## src/hdl/wrr_ram.sv

```systemverilog
`timescale 1ns / 1ps

module wrr_ram #(
   parameter int ADDR_BITS = 1,
   parameter int DATA_BITS = 8
) (
   input  logic                 clock,
   input  logic                 wr_en,
   input  logic [ADDR_BITS-1:0] wr_addr,
   input  logic [DATA_BITS-1:0] wr_data,
   input  logic [ADDR_BITS-1:0] rd_addr,
   output logic [DATA_BITS-1:0] rd_data
);

   logic [DATA_BITS-1:0] mem [0:(1 << ADDR_BITS)-1];
   logic [DATA_BITS-1:0] rd_data_ff;

   always_ff @(posedge clock) begin
      if (wr_en) begin
         mem[wr_addr] <= wr_data;
      end
   end

   always_ff @(posedge clock) begin
      rd_data_ff <= mem[rd_addr];
   end

   assign rd_data = rd_data_ff;

endmodule

```

## config.mk

```make
export PLATFORM = sky130hd
export DESIGN_NAME = wrr_ram
export DESIGN_NICKNAME = d
export VERILOG_FILES = /design/src/hdl/wrr_ram.sv
export SDC_FILE = /design/constraint.sdc
export NUM_CORES = 1
export LEC_CHECK = 0
export BUFFER_PORTS_ARGS = -buffer_cell sky130_fd_sc_hd__buf_2
export CELL_PAD_IN_SITES_DETAIL_PLACEMENT = 1
export CELL_PAD_IN_SITES_GLOBAL_PLACEMENT = 1
export CORE_MARGIN = 8
export CORE_UTILIZATION = 41
export DETAILED_ROUTE_END_ITERATION = 8
export PLACE_DENSITY = 0.71
export SLEW_MARGIN = 20
export SYNTH_ARGS = -nofsm -noshare
export SYNTH_HDL_FRONTEND = slang
export SYNTH_SLANG_ARGS = --single-unit
export TNS_END_PERCENT = 1
```

## constraint.sdc

```tcl
create_clock -name clock -period 1.7 [get_ports clock]
set_clock_uncertainty 0.15 [all_clocks]
set_input_delay 0.425 -clock clock [delete_from_list [all_inputs] [get_ports clock]]
set_output_delay 0.425 -clock clock [all_outputs]
set_load 0.01 [all_outputs]
```

==> results.md <==
* Avg Vias per Cell at approximately 4.3
* # setup viols final at 0
* F_max at 755 MHz
* VDD IR-drop max at 502 uV
* Top cells by count, synth: edfxtp_1 (16), dfxtp_1 (8), mux2_4 (8)
* Worst-Margin Slew at between 0.3 and 0.4 ns
* First-pass GRT wire length at 1780 um
* # fillers at between 150 and 200
* Synthesized instance count at 35
* Core Rows at 16
* Power Dens Cells at about 1100 nW/um2
* Kind of start point of the critical path: flip-flop
* Placed Cells incl. Taps at 81
* Final WL at about 1100 um
* RSZ-0062 raised after global routing: no
* IO Port Bufs at 19
* Arr. time, crit path at 0.75 ns
* Top Family by Delay on Critical Path: flip-flops
* Final cell count without fillers at 84
* Num CTS Buffers at 3
* Final core utilization at 49.5%
* Multi-input gate area at 133 um2
* Synthesized flop and latch total at 24
* Post-CTS Hold Buffers at 0
* Post-Syn Nets at 47
* Worst R2R Setup Slack at 0.80 ns
* Tot Pwr at 993 uW
* Critical path launch point: rd_data[7]$_DFF_P_
* Slew HR at 76.0%
* Crit Path Max Fanout at 1
* Crit share post-route at a little under 80%
* Grt ovf at 0
* Drt drc at 0
* Full die area at 3570 um2
* Reg-to-Reg End: rd_data[0]$_DFF_P_
* Fraction of layout cells with a size suffix above 1 at 54.4%
* WHS Path Cells at 1
* Starting Density at 41.7%
* Max-Cap Viols at 0
* Clk slew on worst S/H paths at 0.12 ns
* Chip Width at 59.7 um
* # nets final at 71
* Leakage at 0.382 nW
* Top-area cell type share of the netlist area at roughly 61%
* RD Place Congestion at 0.645
* Worst path bufs/invs at 1
* Total GRT Usage at 6.84%
* Ys Warns at 0
* Clk sinks at 24
* CP Cell Sequence: buf_2
* Clock Tree Buf Depth at 2
* Area of the mapped netlist at 785 um2
* Diode count at 0
* WL per Instance at 13.0 um
* CTS tree: yes
* Total number of vias at 357
* Layout area overhead at 18.8%
* Most common cell in the netlist: edfxtp_1
* CP peak stage delay at 0.33 ns
* Design Area, Final at 932 um2
* Post-route ant nets at 0
* Run status: completed
* Ranking of synthesized cells by area: edfxtp_1 (61%), dfxtp_1 (20%), mux2_4 (15%)
* Storage cell area at 641 um2
* Setup TNS at 0 ns
* Final min period at 1.32 ns
* Initial antenna violation count at 0
* Crit path to: rd_data[7]
* Pin count of the biggest net entering global routing at 13
* Chip Height at 59.7 um
* Synth area leader: edfxtp_1
* Stages on worst setup path at 1
* Initial DRC count at 6
* Clk_lat worst skew at 0.30 ns
* Worst r2r src: mem[0][0]$_DFFE_PP_
* Hold WC Path Type: input pin to flip-flop
* Setup crit end kind: output port
* Final hold vios at 0
* Post-cts resize count at 0
* Main synth FF type: edfxtp_1
* Vias in the first global route at 406
* WS Path Type: flip-flop to output port
* Top-Level Pins at 20
* DRT Pass-1 Iters at 2
* Final slew viol count at 0
* Mean Syn Cell Area at ~22 um2
* Ys async rst share at 0%
* Post-placement cell area at 910 um2
* Cell variety after synth at 6
* Post-synth EDFFs at 16
* Worst reg-to-reg path cell count at 1
* Post-CTS setup buffer count at 0
* Max H-tree Level at 1
* Post-synthesis sequential area ratio at 81.7%
* CP Data Required Time at 1.12 ns
* Total core area at 1880 um2
* Clock root cell: clkbuf_4
* CP max-delay cell: dfxtp_1
registers in the layout, summed over array words and instances (netlist names):
register	cells
mem	16
rd_data	8
power breakdown:
group / total [mW] / switching (mW) / leakage [nW] / internal, mW
logic: 0.0855 / 0.0373 / 0.150 / 0.0482
registers: 0.678 / 0.00999 / 0.218 / 0.668
clock network: 0.229 / 0.147 / 0.0138 / 0.0824
total: 0.993 / 0.194 / 0.382 / 0.799
how the worst min path moves through the flow:
stage                             start                  end  slack, ns
floorplan           mem[1][0]$_DFFE_PP_   rd_data[0]$_DFF_P_       0.30
global placement    mem[0][3]$_DFFE_PP_   rd_data[3]$_DFF_P_       0.31
detailed placement  mem[1][4]$_DFFE_PP_   rd_data[4]$_DFF_P_       0.31
CTS                          wr_data[5]  mem[0][5]$_DFFE_PP_       0.15
global route                 wr_data[5]  mem[0][5]$_DFFE_PP_       0.14
finish                       wr_data[5]  mem[0][5]$_DFFE_PP_       0.16
logic make-up after synthesis:
group | synth area share, %
DFF | 81.7
muxes | 15.3
and+or+nand+nor | 1.60
buffers and inverters | 1.44
through the flow:
| step | hold slack [ns] | setup slack (ns) |
|---|---|---|
| final | 0.159 | 0.375 |
| after global routing | 0.145 | 0.334 |
| after detailed placement | 0.312 | 0.337 |
| after CTS | 0.154 | 0.365 |
| after global placement | 0.306 | 0.372 |
| after floorplan | 0.302 | 0.332 |
area by class of cell:
cell class | instances | area share [%]
clock buffer | 3 | 2.42
multi-input combinational | 10 | 14.2
tap | 27 | 3.62
sequential | 24 | 68.7
timing repair buffer | 20 | 11.0
cells in the final DEF, fill, tap and decap left out:
cell type	instances
and2_1	1
buf_2	19
buf_4	1
clkbuf_4	3
dfxtp_1	8
edfxtp_1	16
mux2_4	8
nor2b_1	1
routing by layer:
layer	GRT usage (%)	share of wire, %	vias to the layer above
met2	12.0	51	12
li1	-	-	173
met4	3.06	0	0
met5	0	0	-
met1	6.76	41	172
met3	3.01	7.9	0
Power figures use the tool's default switching activity.
