===== src/hdl/wrr_pkg.sv =====
`timescale 1ns / 1ps

package wrr_pkg;

   localparam int MAX_PARTICLES = 1024;
   localparam int WEIGHT_BITS   = 16;
   localparam int VALUE_BITS    = 16;
   localparam int R_BITS        = 16;
   localparam int INDEX_BITS    = $clog2(MAX_PARTICLES);
   localparam int COUNT_BITS    = INDEX_BITS + 1;
   localparam int SUM_BITS      = WEIGHT_BITS + INDEX_BITS;
   localparam int PROD_BITS     = R_BITS + SUM_BITS;
   localparam int LEVELS        = INDEX_BITS;
   localparam int LEVEL_BITS    = $clog2(INDEX_BITS + 1);

   localparam logic FUNC_LOAD = 1'b0;
   localparam logic FUNC_DRAW = 1'b1;

   typedef struct packed {
      logic                  func;
      logic [VALUE_BITS-1:0] value;
      logic                  first;
   } req_type;

   typedef struct packed {
      logic [INDEX_BITS-1:0] chosen_index;
      logic                  uniform_fallback;
      logic                  empty_error;
   } rsp_type;

   // One draw as it walks down the search chain
   typedef struct packed {
      logic                  valid;
      logic [INDEX_BITS-1:0] pos;
      logic [SUM_BITS-1:0]   thresh;
      logic [COUNT_BITS-1:0] count;
      logic                  empty;
      logic                  fallback;
   } stage_type;

endpackage


===== src/hdl/wrr_cell.sv =====
`timescale 1ns / 1ps

module wrr_cell import wrr_pkg::*; (
   input  logic                  clock,
   input  logic                  reset,
   input  logic [LEVEL_BITS-1:0] level,
   input  stage_type             up,
   output stage_type             down,
   output logic [INDEX_BITS-1:0] ram_addr,
   input  logic [SUM_BITS-1:0]   ram_rdata
);

   stage_type             hold_ff, hold_in;
   stage_type             down_ff, down_in;
   logic [INDEX_BITS-1:0] bit_mask;
   logic [INDEX_BITS-1:0] probe;
   logic                  take;

   // This level stores every index whose trailing-ones count equals level
   assign ram_addr = up.pos >> (level + LEVEL_BITS'(1));
   assign hold_in  = up;

   always_comb begin
      bit_mask = INDEX_BITS'(1) << level;
      probe    = hold_ff.pos | (bit_mask - INDEX_BITS'(1));
      take     = ({1'b0, probe} < hold_ff.count) && (ram_rdata <= hold_ff.thresh);
      down_in  = hold_ff;
      if (take) begin
         down_in.pos = hold_ff.pos | bit_mask;
      end
   end

   always_ff @(posedge clock) begin
      if (reset) begin
         hold_ff.valid <= 1'b0;
         down_ff.valid <= 1'b0;
      end else begin
         hold_ff <= hold_in;
         down_ff <= down_in;
      end
   end

   assign down = down_ff;

endmodule


===== config.mk =====
export PLATFORM = sky130hd
export DESIGN_NAME = wrr_cell
export DESIGN_NICKNAME = d
export VERILOG_FILES = /design/src/hdl/wrr_pkg.sv /design/src/hdl/wrr_cell.sv
export SDC_FILE = /design/constraint.sdc
export NUM_CORES = 1
export LEC_CHECK = 0
export BUFFER_PORTS_ARGS = -buffer_cell sky130_fd_sc_hd__buf_2
export CORE_MARGIN = 3
export CORE_UTILIZATION = 35
export CTS_CLUSTER_SIZE = 28
export DETAILED_ROUTE_END_ITERATION = 10
export HOLD_SLACK_MARGIN = 0.15
export PLACE_DENSITY = 0.7
export SYNTH_ARGS = -nofsm -noshare
export SYNTH_HDL_FRONTEND = slang
export SYNTH_SLANG_ARGS = --single-unit

===== constraint.sdc =====
create_clock -name clock -period 4.5 [get_ports clock]
set_clock_uncertainty 0.2 [all_clocks]
set_input_delay 0.225 -clock clock [delete_from_list [all_inputs] [get_ports clock]]
set_output_delay 0.225 -clock clock [all_outputs]
set_load 0.05 [all_outputs]

==> reports/metrics.yaml <==
floorplan:
  rows: 41
  initial_core_util_pct: 36.5
  die_height_um: 122
  core_um2: 12900
  dieArea_um2: 14900
  io-pin-count: 142
  die_w_um: 122
drt:
  wl_per_cell_um: 14.0
  vias_per_cell: 4.60
  drc: 0
  ant_nets: 0
  first_iter_violations: 194
  dr.pass1.iters: 4
  drt_wl_total_um: 10200
  dr_total_vias: 3351
yosys:
  synth_edf_count: 98
  synth-warning-count: 0
  async_flop_share_pct: 0
  synth_area_per_cell_um2: 13.3
  syn_inst: 353
  ys.flop_type: "edfxtp_1"
  yosys-top-cells-area: "edfxtp_1 (63%), ha_1 (11%), inv_1 (4.2%), nand2_1 (2.3%), a21oi_1 (1.9%)"
  synth-seq-area-share_pct: 63.4
  synth_fp_nets: 477
  netlist.top_cell.by_area: "edfxtp_1"
  synth.ff_latch_count: 100
  synth.cell_area_um2: 4700
  ys_types: 44
  yosysTopAreaCellShare_pct: 62.6
critical_path:
  reg2reg_from: "down_in[36]$_DFFE_PN_"
  cp_slowest_cell: "or3b_4"
  required_ps: 4450
  worstSetupPathType: "in2reg"
  end_kind: "flip-flop"
  worstSetupStartpointType: "primary input"
  crit_family: "compound AO/OA/AOI/OAI gates"
  worstPathCellList: "buf_2 -> inv_1 -> ha_1 -> or3b_4 -> ha_1 -> xor2_1 -> nand2_1 -> ha_1 -> a21o_2 -> a221oi_1 -> a21oi_1 -> a211oi_2 -> nor2_2 -> o31ai_1"
  max_stage_delay_ps: 440
  critical_path.max_fanout: 16
  arrival_ps: 3310
  cpMostUsedCell: "ha_1"
  crit_start: "level[0]"
  cp.buffers_inverters: 2
global_route:
  grt_overflow: 0
  grt_pass1_wl_um: 15900
  grt_pass1_vias: 3415
  antenna_found_initial: 0
  grt_use_total_pct: 13.6
  grt_max_degree: 76
status:
  status: "completed"
cts:
  post_cts_resized: 0
  htreeDepth: 3
  cts_tree: "yes"
  clkTransAtPathRegs_ps: 60
  clockBufferDepth: 2
  cts_setup_buffers: 0
  cts_sinks: 100
  clkLatencyLatePin_ps: 330
  cts_buffers: 9
  clockRootBuffer: "clkbuf_16"
finish:
  fill_cells: 1153
  nets: 677
  fin_area_um2: 6440
  drive_gt1_share_pct: 31.4
  diodes: 0
  area_delta_synth_final_pct: 36.9
run:
  max_cap_viol_count: 0
power_and_ir_drop:
  pwr-share-comb_pct: 19.5
  power.share.sequential_pct: 47.2
  p_leak_uw: 0.00283
  clockPowerShare_pct: 33.3
  switchingPower_uw: 640
  swShare_pct: 26.8
  ir_worst_vdd_mv: 0.184
  powerDensity_nw_per_um2: 371
  internal_power_uw: 1750
worst_hold_path:
  hp-class: "reg2reg"
  min_from: "down_in[1]$_DFFE_PN_"
placed_design:
  dp_hpwl_um: 7600
  gp_congestion: 0.820
  port_buffers: 141
  postPlaceCellArea_um2: 5610
timing:
  max_freq_mhz: 298
  fin_crit_ps: 3360
  slew-limit-headroom_pct: 39.3
  drv_slew: 0
  finalHoldViolations: 0
  finalSetupTns_ps: 0
  setup_viol: 0
  worstMarginPinSlew_ps: 910
  period_share_pct: 74.7
  rsz0062_at_grt: "no"
## power by group through the flow
stage / sequential [uW] / clock (uW) / combinational, uW
finish: 1130 / 794 / 466
global route: 1130 / 850 / 508
CTS: 1130 / 818 / 468
detailed placement: 1150 / 0 / 430
global placement: 1150 / 0 / 420
floorplan: 1250 / 0 / 200
## kinds of logic after synthesis
kind of cell    after synthesis  share of synthesized area (%)
mux                           9                           2.50
flops                       100                           63.4
xor+xnor                      6                           1.12
buf+inv                      57                           4.66
compound gates               63                           9.05
simple gates                 76                           8.09
fa+ha+maj                    42                           11.2
## state kept, by name, indices dropped and copies added, names as in the netlist
| signal | count |
|---|---|
| down_in | 40 |
| hold_ff | 10 |
| down | 50 |
## routing by layer
layer	wire length, um	track usage [%]	up-vias
met1	4310	15.7	1530
met2	5070	24.5	117
li1	-	-	1688
met5	0	0	-
met4	178	4.76	0
met3	657	3.48	16
## worst paths after layout
| path | cells past startpoint | slack [ps] | to |
|---|---|---|---|
| hold / removal | 0 | 220 | down[1]$_DFFE_PN_ |
| hold reg to reg | 0 | 220 | down[1]$_DFFE_PN_ |
| setup reg to reg | 7 | 1520 | down[41]$_DFFE_PN_ |
| setup / recovery | 14 | 1140 | down[41]$_DFFE_PN_ |
## cell usage in the layout, fill, tap and decap left out, types with 2 or more instances in the layout
master,n
mux2i_1,5
dlygate4sd3_1,52
a211oi_1,7
or2b_2,2
ha_1,42
nor3_1,5
nand2_1,29
o21ai_0,9
mux2_2,2
nand3_1,5
nor4_1,2
nor2b_1,8
xnor2_1,3
a21o_2,4
o211ai_1,2
nand4_1,4
clkbuf_16,9
inv_1,51
buf_2,141
bufinv_16,2
o31ai_1,11
xor2_1,3
mux4_2,2
a21oi_1,18
and3_2,3
nor2_1,11
nand2b_1,2
a211o_1,2
edfxtp_1,98
dfxtp_1,2
## Yosys cell counts (4+ instances only)
cell,number
nor3_1,5
nor2_1,11
o21ai_0,9
nor2b_1,8
a211oi_1,7
mux2i_1,5
nand3_1,5
a21o_2,4
inv_1,52
a21oi_1,18
nand4_1,4
edfxtp_1,98
ha_1,42
o31ai_1,11
nand2_1,29
## per-stage QoR
step	hold WS, ps	setup slack, ps	cells	utilization (%)	power [uW]
6_report	219	1140	729	50.0	2390
3_3_place_gp	201	967	662	43.6	1570
4_1_cts	222	1180	729	50.0	2420
2_1_floorplan	96.6	1280	353	-	1450
5_1_grt	229	859	729	50.0	2490
3_5_place_dp	203	840	662	43.6	1580
## timing repair
item / in CTS / in global routing
hold buffers: 52 / 0
endpoints found under the setup margin: 0 / 0
hold endpoints to repair: 51 / 0
## final cells by class
| type | instances | area (um2) | share of cell area (%) |
|---|---|---|---|
| repair buffers | 194 | 1230 | 19.2 |
| inverters | 52 | 198 | 3.07 |
| flip-flops and latches | 100 | 2980 | 46.3 |
| multi-input cells | 196 | 1500 | 23.3 |
| clock inverters | 5 | 77.6 | 1.21 |
| clock buffers | 10 | 229 | 3.56 |
| well taps | 172 | 215 | 3.34 |
Note: power is estimated with default switching activity, not from simulation.
